`src/hw/rtl/fpbr_pkg.sv`:
```
// Shared types, constants and codes for the fictitious-play best-response block.
// Used by fpbr_score, the top level and the port checker.
package fpbr_pkg;

   localparam int MAX_ROWS    = 16;
   localparam int MAX_COLS    = 16;
   localparam int PAYOFF_BITS = 16;
   localparam int MOVE_DEPTH  = (MAX_ROWS > MAX_COLS) ? MAX_ROWS : MAX_COLS;
   localparam int IDX_W       = $clog2(MOVE_DEPTH);
   localparam int ADDR_W      = $clog2(MAX_ROWS * MAX_COLS);
   localparam int COUNT_W     = 16;
   localparam int PROD_W      = PAYOFF_BITS + COUNT_W + 1;
   localparam int ACC_W       = PROD_W + IDX_W;
   localparam int SCORE_W     = 36;
   localparam int SAT_W       = (ACC_W > SCORE_W) ? ACC_W : SCORE_W;
   localparam int PAY_W       = 40;
   localparam int PAY_EXT_W   = PAY_W + 1;
   localparam int CFG_N_W     = 5;
   localparam int CSR_IDX_W   = 2;
   localparam int PICK_W      = 4;

   localparam logic signed [SCORE_W-1:0] SCORE_HI = {1'b0, {(SCORE_W-1){1'b1}}};
   localparam logic signed [SCORE_W-1:0] SCORE_LO = {1'b1, {(SCORE_W-1){1'b0}}};
   localparam logic signed [PAY_W-1:0]   PAY_HI   = {1'b0, {(PAY_W-1){1'b1}}};
   localparam logic signed [PAY_W-1:0]   PAY_LO   = {1'b1, {(PAY_W-1){1'b0}}};

   typedef enum logic [1:0] {
      OP_LOAD   = 2'd0,
      OP_RECORD = 2'd1,
      OP_CHOOSE = 2'd2,
      OP_ADD    = 2'd3
   } op_type;

   typedef enum logic [CSR_IDX_W-1:0] {
      CSR_IS_ROW   = 2'd0,
      CSR_NUM_ROWS = 2'd1,
      CSR_NUM_COLS = 2'd2
   } csr_idx_type;

   typedef enum logic [1:0] {
      ST_IDLE,
      ST_RUN,
      ST_FINISH
   } state_type;

   // request tdata, last field in the low bits
   typedef struct packed {
      logic [3:0]         pad;
      logic [3:0]         fallback_pick;
      logic signed [15:0] item_value;
      logic [3:0]         col_index;
      logic [3:0]         row_index;
   } req_data_type;

   // result tdata, last field in the low bits
   typedef struct packed {
      logic signed [PAY_W-1:0]   running_payoff;
      logic signed [SCORE_W-1:0] best_score;
      logic [PICK_W-1:0]         chosen_strategy;
   } rsp_data_type;

   typedef struct packed {
      logic                          en;
      logic [ADDR_W-1:0]             addr;
      logic signed [PAYOFF_BITS-1:0] data;
   } mem_wr_type;

   // one matrix element on its way through read, multiply and accumulate
   typedef struct packed {
      logic               valid;
      logic [ADDR_W-1:0]  addr;
      logic [COUNT_W-1:0] count;
      logic               first_inner;
      logic               last_inner;
      logic               first_outer;
      logic               last_outer;
      logic [IDX_W-1:0]   outer;
   } issue_type;

   typedef struct packed {
      logic                      done;
      logic [IDX_W-1:0]          pick;
      logic signed [SCORE_W-1:0] score;
   } score_type;

endpackage

```
`src/hw/rtl/fpbr_score.sv`:
```
// Payoff matrix memory and the multiply-accumulate path that scores strategies.
// Depends on fpbr_pkg. A registered memory read, then multiply and accumulate stages.
module fpbr_score (
   input  logic                clock,
   input  logic                reset,
   input  logic                is_row,
   input  fpbr_pkg::mem_wr_type wr,
   input  fpbr_pkg::issue_type  iss,
   output fpbr_pkg::score_type  res
);
   import fpbr_pkg::*;

   logic signed [PAYOFF_BITS-1:0] mem [MAX_ROWS * MAX_COLS];
   logic signed [PAYOFF_BITS-1:0] rd_ff;
   issue_type                     s1_ff, s2_ff;
   logic signed [PROD_W-1:0]      prod_in, prod_ff;
   logic signed [ACC_W-1:0]       acc_ff, sum_in, best_ff;
   logic [IDX_W-1:0]              pick_ff;
   logic                          done_ff;
   logic                          better;
   logic signed [SAT_W-1:0]       best_wide;

   // writes only happen while idle, read data is only used while scoring: no overlap
   always_ff @(posedge clock) begin
      if (wr.en) begin
         mem[wr.addr] <= wr.data;
      end
      rd_ff <= mem[iss.addr];
   end

   assign prod_in = rd_ff * $signed({1'b0, s1_ff.count});
   assign sum_in  = (s2_ff.first_inner ? ACC_W'(0) : acc_ff) + ACC_W'(prod_ff);
   assign better  = s2_ff.first_outer || (is_row ? (sum_in > best_ff) : (sum_in < best_ff));

   always_ff @(posedge clock) begin
      if (reset) begin
         s1_ff.valid <= 1'b0;
         s2_ff.valid <= 1'b0;
         done_ff     <= 1'b0;
      end else begin
         s1_ff   <= iss;
         s2_ff   <= s1_ff;
         done_ff <= s2_ff.valid && s2_ff.last_inner && s2_ff.last_outer;
      end
   end

   always_ff @(posedge clock) begin
      prod_ff <= prod_in;
      if (s2_ff.valid) begin
         acc_ff <= sum_in;
         if (s2_ff.last_inner && better) begin
            best_ff <= sum_in;
            pick_ff <= s2_ff.outer;
         end
      end
   end

   assign best_wide = SAT_W'(best_ff);

   always_comb begin
      res.done = done_ff;
      res.pick = pick_ff;
      if (best_wide > SAT_W'(SCORE_HI)) begin
         res.score = SCORE_HI;
      end else if (best_wide < SAT_W'(SCORE_LO)) begin
         res.score = SCORE_LO;
      end else begin
         res.score = SCORE_W'(best_wide);
      end
   end

endmodule

```
`config.mk`:
```
export PLATFORM = sky130hd
export DESIGN_NAME = fpbr_score
export DESIGN_NICKNAME = d
export VERILOG_FILES = /design/src/hw/rtl/fpbr_pkg.sv /design/src/hw/rtl/fpbr_score.sv
export SDC_FILE = /design/constraint.sdc
export NUM_CORES = 2
export LEC_CHECK = 0
export CORE_MARGIN = 5
export CORE_UTILIZATION = 47
export DETAILED_ROUTE_END_ITERATION = 10
export DONT_BUFFER_PORTS = 1
export SYNTH_ARGS = -nofsm -noshare
export SYNTH_HDL_FRONTEND = slang
export SYNTH_SLANG_ARGS = --single-unit
```
`constraint.sdc`:
```
create_clock -name clock -period 9.4 [get_ports clock]
set_input_delay 0.94 -clock clock [delete_from_list [all_inputs] [get_ports clock]]
set_output_delay 0.94 -clock clock [all_outputs]
set_load 0.01 [all_outputs]
```
---- After elaboration in Yosys (flattened, before gate mapping) ----
Memories as Yosys holds them, arrays and structs flattened. A register that Yosys moved wholly into a read port is not among the register bits.
Index checks and enable logic that the tools add are counted.
word-level totals
  register bits ........................... 146
  bits in writable memories ............... 4096
  input port bits ......................... 61
  output and inout bits ................... 41
  word-level logic and storage cells ...... 36
  memories kept ........................... 1
memory list
  memory  depth  width  rd ports  clocked after memory_dff  write ports  RTL line          RTL
  mem     256    16     1         1                         1            fpbr_score.sv:13  logic signed [PAYOFF_BITS-1:0] mem [MAX_ROWS * MAX_COLS];
cells by class
  add/subtract/negate cells ............... 1
  multipliers ............................. 1
  $lt $le $gt $ge ......................... 4
  mux-type cells .......................... 6
  reduce and logical (&&, ||, !) cells .... 5
operators with widths
  operator              number
  $mux 36               2
  $add 37x33->37        1
  $gt 37x36->1 const B  1
  $gt 37x37->1          1
  $lt 37x36->1 const B  1
  $lt 37x37->1          1
  $mux 37               1
  $mul 16x17->33        1
  $logic_and 1x1->1     3
  $mux 1                3
  $reduce_and 2->1      1
  $logic_or 1x1->1      1

---- Depth between registers and ports, before layout ----
  depth in word-level cells ............... 7
  mapped depth ............................ 23
  mapped depth without buffers ............ 22

---- Worst setup path before layout ----
Ideal clock, no wire load.
  path type ............................... flip-flop to flip-flop
  from .................................... register s2_ff[7] (netlist name)
  to ...................................... register best_ff[0] (enable)
  setup time .............................. 0.401 ns
  arrival time ............................ 5.692 ns
  required time ........................... 8.999 ns
  slack ................................... 3.306 ns
  stages on the path, launching flop included .. 22
  path buffers ............................ 1
  period minus slack after synthesis ...... 6.094 ns
  path through ............................ edfxtp_1 > clkbuf_1 > nor2b_1 > fa_1 > a211oi_1 > o21ai_0 > a31o_2 > a21oi_1 > o21a_1 > o21bai_1 > a21oi_1 > xnor2_1 > ha_1 > a21o_1 > a21o_1 > a21oi_1 > o21ai_0 > a221o_1 > a221o_1 > a221oi_1 > xnor2_1 > o2111a_1
between the ends
  cells in the longest elaborated chain, start to end .. 7
  elaborated cells on any way between the ends .. 8
  classes of those cells .................. 1 x add/sub; 2 x order compare; 2 x mux; 3 x reduce/logical
ends and longest elaborated chain
  item                                                 RTL line          RTL
  start: declaration                                   fpbr_score.sv:15  issue_type s1_ff, s2_ff;
  $mux 37 (*)                                          fpbr_score.sv:32  assign sum_in = (s2_ff.first_inner ? ACC_W'(0) : acc_ff) + ACC_W'(prod_ff);
  $add 37x33->37 (*)                                   fpbr_score.sv:32
  net sum_in[14]                                       fpbr_score.sv:17  logic signed [ACC_W-1:0] acc_ff, sum_in, best_ff;
  $lt 37x37->1 / $gt 37x37->1 (equally long branches)  fpbr_score.sv:33  assign better = s2_ff.first_outer || (is_row ? (sum_in > best_ff) : (sum_in < best_ff));
  $mux 1 (*)                                           fpbr_score.sv:33
  $logic_or 1x1->1 (*)                                 fpbr_score.sv:33
  $logic_and 1x1->1 (*)                                fpbr_score.sv:51  if (s2_ff.last_inner && better) begin
  $reduce_and 2->1 (no line) (*)                       n/a
  end signal: assignment                               fpbr_score.sv:52  best_ff <= sum_in;
  end: declaration                                     fpbr_score.sv:17
The timed path passes the listed nets; every way through them passes the cells marked *.
A chain may end at the register's enable or synchronous reset.

---- Worst setup path in the final report ----
  from .................................... register s2_ff[7] (netlist name)
  to ...................................... register best_ff[2] (enable)
Same word-level chain as after synthesis.

==> qor.txt <==
CTS
------------------------------------------------------------------------------------
Clock transition at the registers of the reported paths                      0.06 ns
Max H-tree Level                                                                   5
CTS tree                                                                         yes
Count of cells resized by post-cts repair                                          0
CTS buffer count                                                                 433
Clock sink count                                                               4,258
Maximum root-to-sink buffer count                                                  4
Cell chosen for the clock root                                          sky130_fd_sc_hd__clkbuf_16
Later-pin clock latency in the skew report                                   0.97 ns

GRT
------------------------------------------------------------------------------------
Total gr overflow                                                                  0
Met3 layer usage reported by global route                                     0.0383
Met1 GRT Util                                                                  0.320
Global-route layer with the greatest usage                                      met2
Largest net degree at the start of global routing                              1,025
Met2 GRT Util                                                                  0.353
Wire length of the first global-routing pass                              609,000 um
Vias in the first global route                                                83,000
Number of antenna violations at the first check in global routing                 22
Total global-route track usage                                                 0.220

TIMING
------------------------------------------------------------------------------------
Rel. slew slack                                                               -0.132
Fin crit period                                                              6.76 ns
Setup clock skew after layout                                              0.0877 ns
Share of the clock period used by the worst path after layout                  0.719
Total count of hold-check failures in the final report                             0
Count of final setup violators                                                     0
RSZ-0062 raised after global routing                                              no
Slew at the pin closest to its max-slew limit                                1.70 ns
Achievable clock frequency                                                   148 MHz
Worst-case hold slack                                                      0.0952 ns
Final-layout setup total negative slack                                         0 ns
Pins Over Slew Limit                                                             220

FLOORPLAN
------------------------------------------------------------------------------------
Ports                                                                            102
Number of placement rows                                                         223
Die Footprint                                                           381,000 sq um
Die Width                                                                     617 um
Die Y-Extent                                                                  617 um
Initial core utilization                                                       0.471
Area of the placeable core                                              368,000 sq um

PLACEMENT
------------------------------------------------------------------------------------
Number of buffers inserted by port buffering                                       0
Weighted congestion at the end of routability-driven global placement          0.820
HPWL reported at the end of detailed placement                            228,000 um
Placed Area                                                             180,000 sq um

DETAILED ROUTING
------------------------------------------------------------------------------------
Overall routed net length                                                 422,000 um
First drt pass iteration count                                                     5
Average detailed-routed wire length per instance                             31.4 um
Number of vias after detailed routing                                         81,100
DRC marker count from the first detailed-route iteration                      10,200
Remaining routing DRC violations                                                   0
Via-to-Cell Ratio                                                               6.04
Post-detailed-route count of antenna-violating nets                                0

CRITICAL PATH
------------------------------------------------------------------------------------
Worst path required time                                                     9.99 ns
CP max-delay cell                                                       sky130_fd_sc_hd__o2111a_2
Critical path arrival                                                        7.35 ns
Critical path buffer and inverter count                                            1
Critical path type                                                      flip-flop to flip-flop
Delay of the slowest critical-path stage                                     0.92 ns
Crit Path Max Fanout                                                              41
Type of origin of the critical path                                        flip-flop
Cell-by-cell trace of the critical path                                 buf_4 -> nor2b_1 -> ha_1 -> fa_1 -> a211oi_1 -> o21ai_0 -> nand4b_1 -> o211ai_1 -> o21ai_1 -> nor3_1 -> a2111oi_0 -> a21oi_1 -> xnor2_1 -> ha_1 -> nand4_1 -> nor2_1 -> and3_1 -> and4_1 -> a221oi_1 -> xnor2_1 -> o2111a_2
Largest delay contributor family on the critical path                   compound AO/OA/AOI/OAI gates
CP endpoint kind                                                           flip-flop

RUN STATUS
------------------------------------------------------------------------------------
Result of the run                                                       complete, but fails checks
Violated checks                                                         max-slew violations

SYNTHESIS
------------------------------------------------------------------------------------
Post-synthesis instance area                                            173,000 sq um
Area fraction of the dominant cell type after synthesis                        0.729
Warnings from Yosys                                                                0
Dominant synthesized flop cell                                          sky130_fd_sc_hd__edfxtp_1
Synth top area cells                                                    sky130_fd_sc_hd__edfxtp_1 (73%), sky130_fd_sc_hd__mux4_2 (17%), sky130_fd_sc_hd__fa_1 (2.3%)
Dominant cell type by area after synthesis                              sky130_fd_sc_hd__edfxtp_1
Mapped Cells                                                                   7,890
Fraction of registers with async set/reset                                         0
Number of storage elements in the synthesis netlist                            4,258
Synthesized net count                                                          8,341
Count of flip-flops with a built-in enable after synthesis                     4,206
Sequential element share of the synthesized area                               0.735
Count of cell types in the netlist                                                70
Synth Area per Inst                                                       22.0 sq um

JOB
------------------------------------------------------------------------------------
Number of max-cap violations                                                       0

POWER AND IR DROP
------------------------------------------------------------------------------------
Power density over the cells                                             260 nW/um^2
Highest ir drop seen on vdd                                                  1.10 mV
Leakage component of the power                                               62.4 nW

LAYOUT
------------------------------------------------------------------------------------
Final design area excluding fillers                                     194,000 sq um
Number of nets in the layout                                                   8,677
Core occupancy in the finished layout                                          0.528
Share of final-layout standard cells stronger than drive strength 1            0.269
Synthesis-to-layout area growth                                                12.1%

MIN PATH
------------------------------------------------------------------------------------
Hold/Removal Path Class                                                 input port to flip-flop

[layout make-up]
cell class              count  area (sq um)
repair buffers            305          2710
inverters                 283          1060
diodes                     12          30.0
clock buffers             546         11400
fillers                 28000        174000
multi-input cells        2945         43300
flip-flops and latches   4258        127000
well taps                4837          6050
clock inverters           243          2370
[cell usage after synthesis (5+ instances only)]
cell type                   number
sky130_fd_sc_hd__xor2_1         20
sky130_fd_sc_hd__mux2i_1        51
sky130_fd_sc_hd__a211oi_1       35
sky130_fd_sc_hd__o211ai_1        6
sky130_fd_sc_hd__nor2b_1        84
sky130_fd_sc_hd__and3_1          7
sky130_fd_sc_hd__buf_2         102
sky130_fd_sc_hd__inv_1         281
sky130_fd_sc_hd__dfxtp_1        52
sky130_fd_sc_hd__a21oi_1       125
sky130_fd_sc_hd__o21bai_1        9
sky130_fd_sc_hd__edfxtp_1     4206
sky130_fd_sc_hd__a22o_1         16
sky130_fd_sc_hd__nand4_1        21
sky130_fd_sc_hd__a31oi_1         5
sky130_fd_sc_hd__a21o_1         49
sky130_fd_sc_hd__nand2b_1       13
sky130_fd_sc_hd__clkbuf_1      190
sky130_fd_sc_hd__xnor2_1        45
sky130_fd_sc_hd__nand3_1        31
sky130_fd_sc_hd__a2111oi_0      18
sky130_fd_sc_hd__mux4_2       1312
sky130_fd_sc_hd__and2_1        125
sky130_fd_sc_hd__o21a_1         12
sky130_fd_sc_hd__buf_1          39
sky130_fd_sc_hd__nand2_1       166
sky130_fd_sc_hd__nor2_1        311
sky130_fd_sc_hd__o21ai_0        29
sky130_fd_sc_hd__buf_4          60
sky130_fd_sc_hd__buf_6          13
sky130_fd_sc_hd__fa_1          195
sky130_fd_sc_hd__nor3_1          9
sky130_fd_sc_hd__ha_1          195
[final timing paths]
kind	from	endpoint	slack, ns	depth (start not counted)
min	iss[32]	s1_ff[32]	0.1	1
max reg2reg	s2_ff[7]	best_ff[2]	2.64	21
min reg2reg	s2_ff[2]	pick_ff[2]	0.42	0
max	s2_ff[7]	best_ff[2]	2.64	21
[what timing repair did]
action                    in CTS  in global routing
setup buffers                  0                  0
hold endpoints to repair      26                  0
hold buffers                  25                  0
[report_power, final]
part | leakage, nW | total (W) | internal, W | switching [W]
combinational | 17.4 | 0.0123 | 0.00539 | 0.00691
sequential | 38.3 | 0.0215 | 0.0213 | 0.000153
clock | 6.71 | 0.0168 | 0.00959 | 0.00718
total | 62.4 | 0.0505 | 0.0363 | 0.0142
[layer usage]
layer | wire length, um | share of wire
met5 | 0 | 0
met1 | 174000 | 0.41
met2 | 205000 | 0.49
met3 | 32700 | 0.078
met4 | 9970 | 0.024
[cell families (layout without fill, tap and decap cells)]
logic type,after synthesis,count (layout),synth area share
compound gates,338,338,0.0129
flops,4258,4258,0.735
fa+ha+maj,391,391,0.0367
buf+inv,687,1377,0.0175
other cells,0,12,0
xor+xnor,65,65,0.00328
mux,1363,1363,0.173
simple gates,788,788,0.0215
[placed cells by master, fill, tap and decap left out, types with 35 or more instances in the layout]
master,n
sky130_fd_sc_hd__clkbuf_16,435
sky130_fd_sc_hd__mux2i_1,51
sky130_fd_sc_hd__clkbuf_1,99
sky130_fd_sc_hd__a211oi_1,35
sky130_fd_sc_hd__edfxtp_1,4206
sky130_fd_sc_hd__dfxtp_1,51
sky130_fd_sc_hd__inv_1,280
sky130_fd_sc_hd__nor2_2,89
sky130_fd_sc_hd__mux4_2,1312
sky130_fd_sc_hd__xnor2_1,45
sky130_fd_sc_hd__bufinv_16,36
sky130_fd_sc_hd__buf_4,262
sky130_fd_sc_hd__a21o_1,49
sky130_fd_sc_hd__ha_1,195
sky130_fd_sc_hd__a21oi_1,125
sky130_fd_sc_hd__clkinv_1,97
sky130_fd_sc_hd__fa_1,195
sky130_fd_sc_hd__nor2_1,219
sky130_fd_sc_hd__clkinv_2,69
sky130_fd_sc_hd__nor2b_1,84
sky130_fd_sc_hd__nand2_1,166
sky130_fd_sc_hd__and2_1,125
[flip-flops by register name, summed over array words and instances, names as in the netlist]
register,count
mem,4096
acc_ff,37
best_ff,37
prod_ff,33
s1_ff,25
rd_ff,16
s2_ff,9
pick_ff,4
done_ff,1
[through the flow]
step                      setup WS [ns]  instances  total power (W)
after floorplan                    3.31       7890           0.0311
after global routing               2.12      13400           0.0533
after global placement             2.83      12600           0.0342
final                              2.64      13400           0.0505
after CTS                          2.59      13400           0.0510
after detailed placement           2.64      12600           0.0341
No activity file was read; power rests on OpenSTA's default activity.
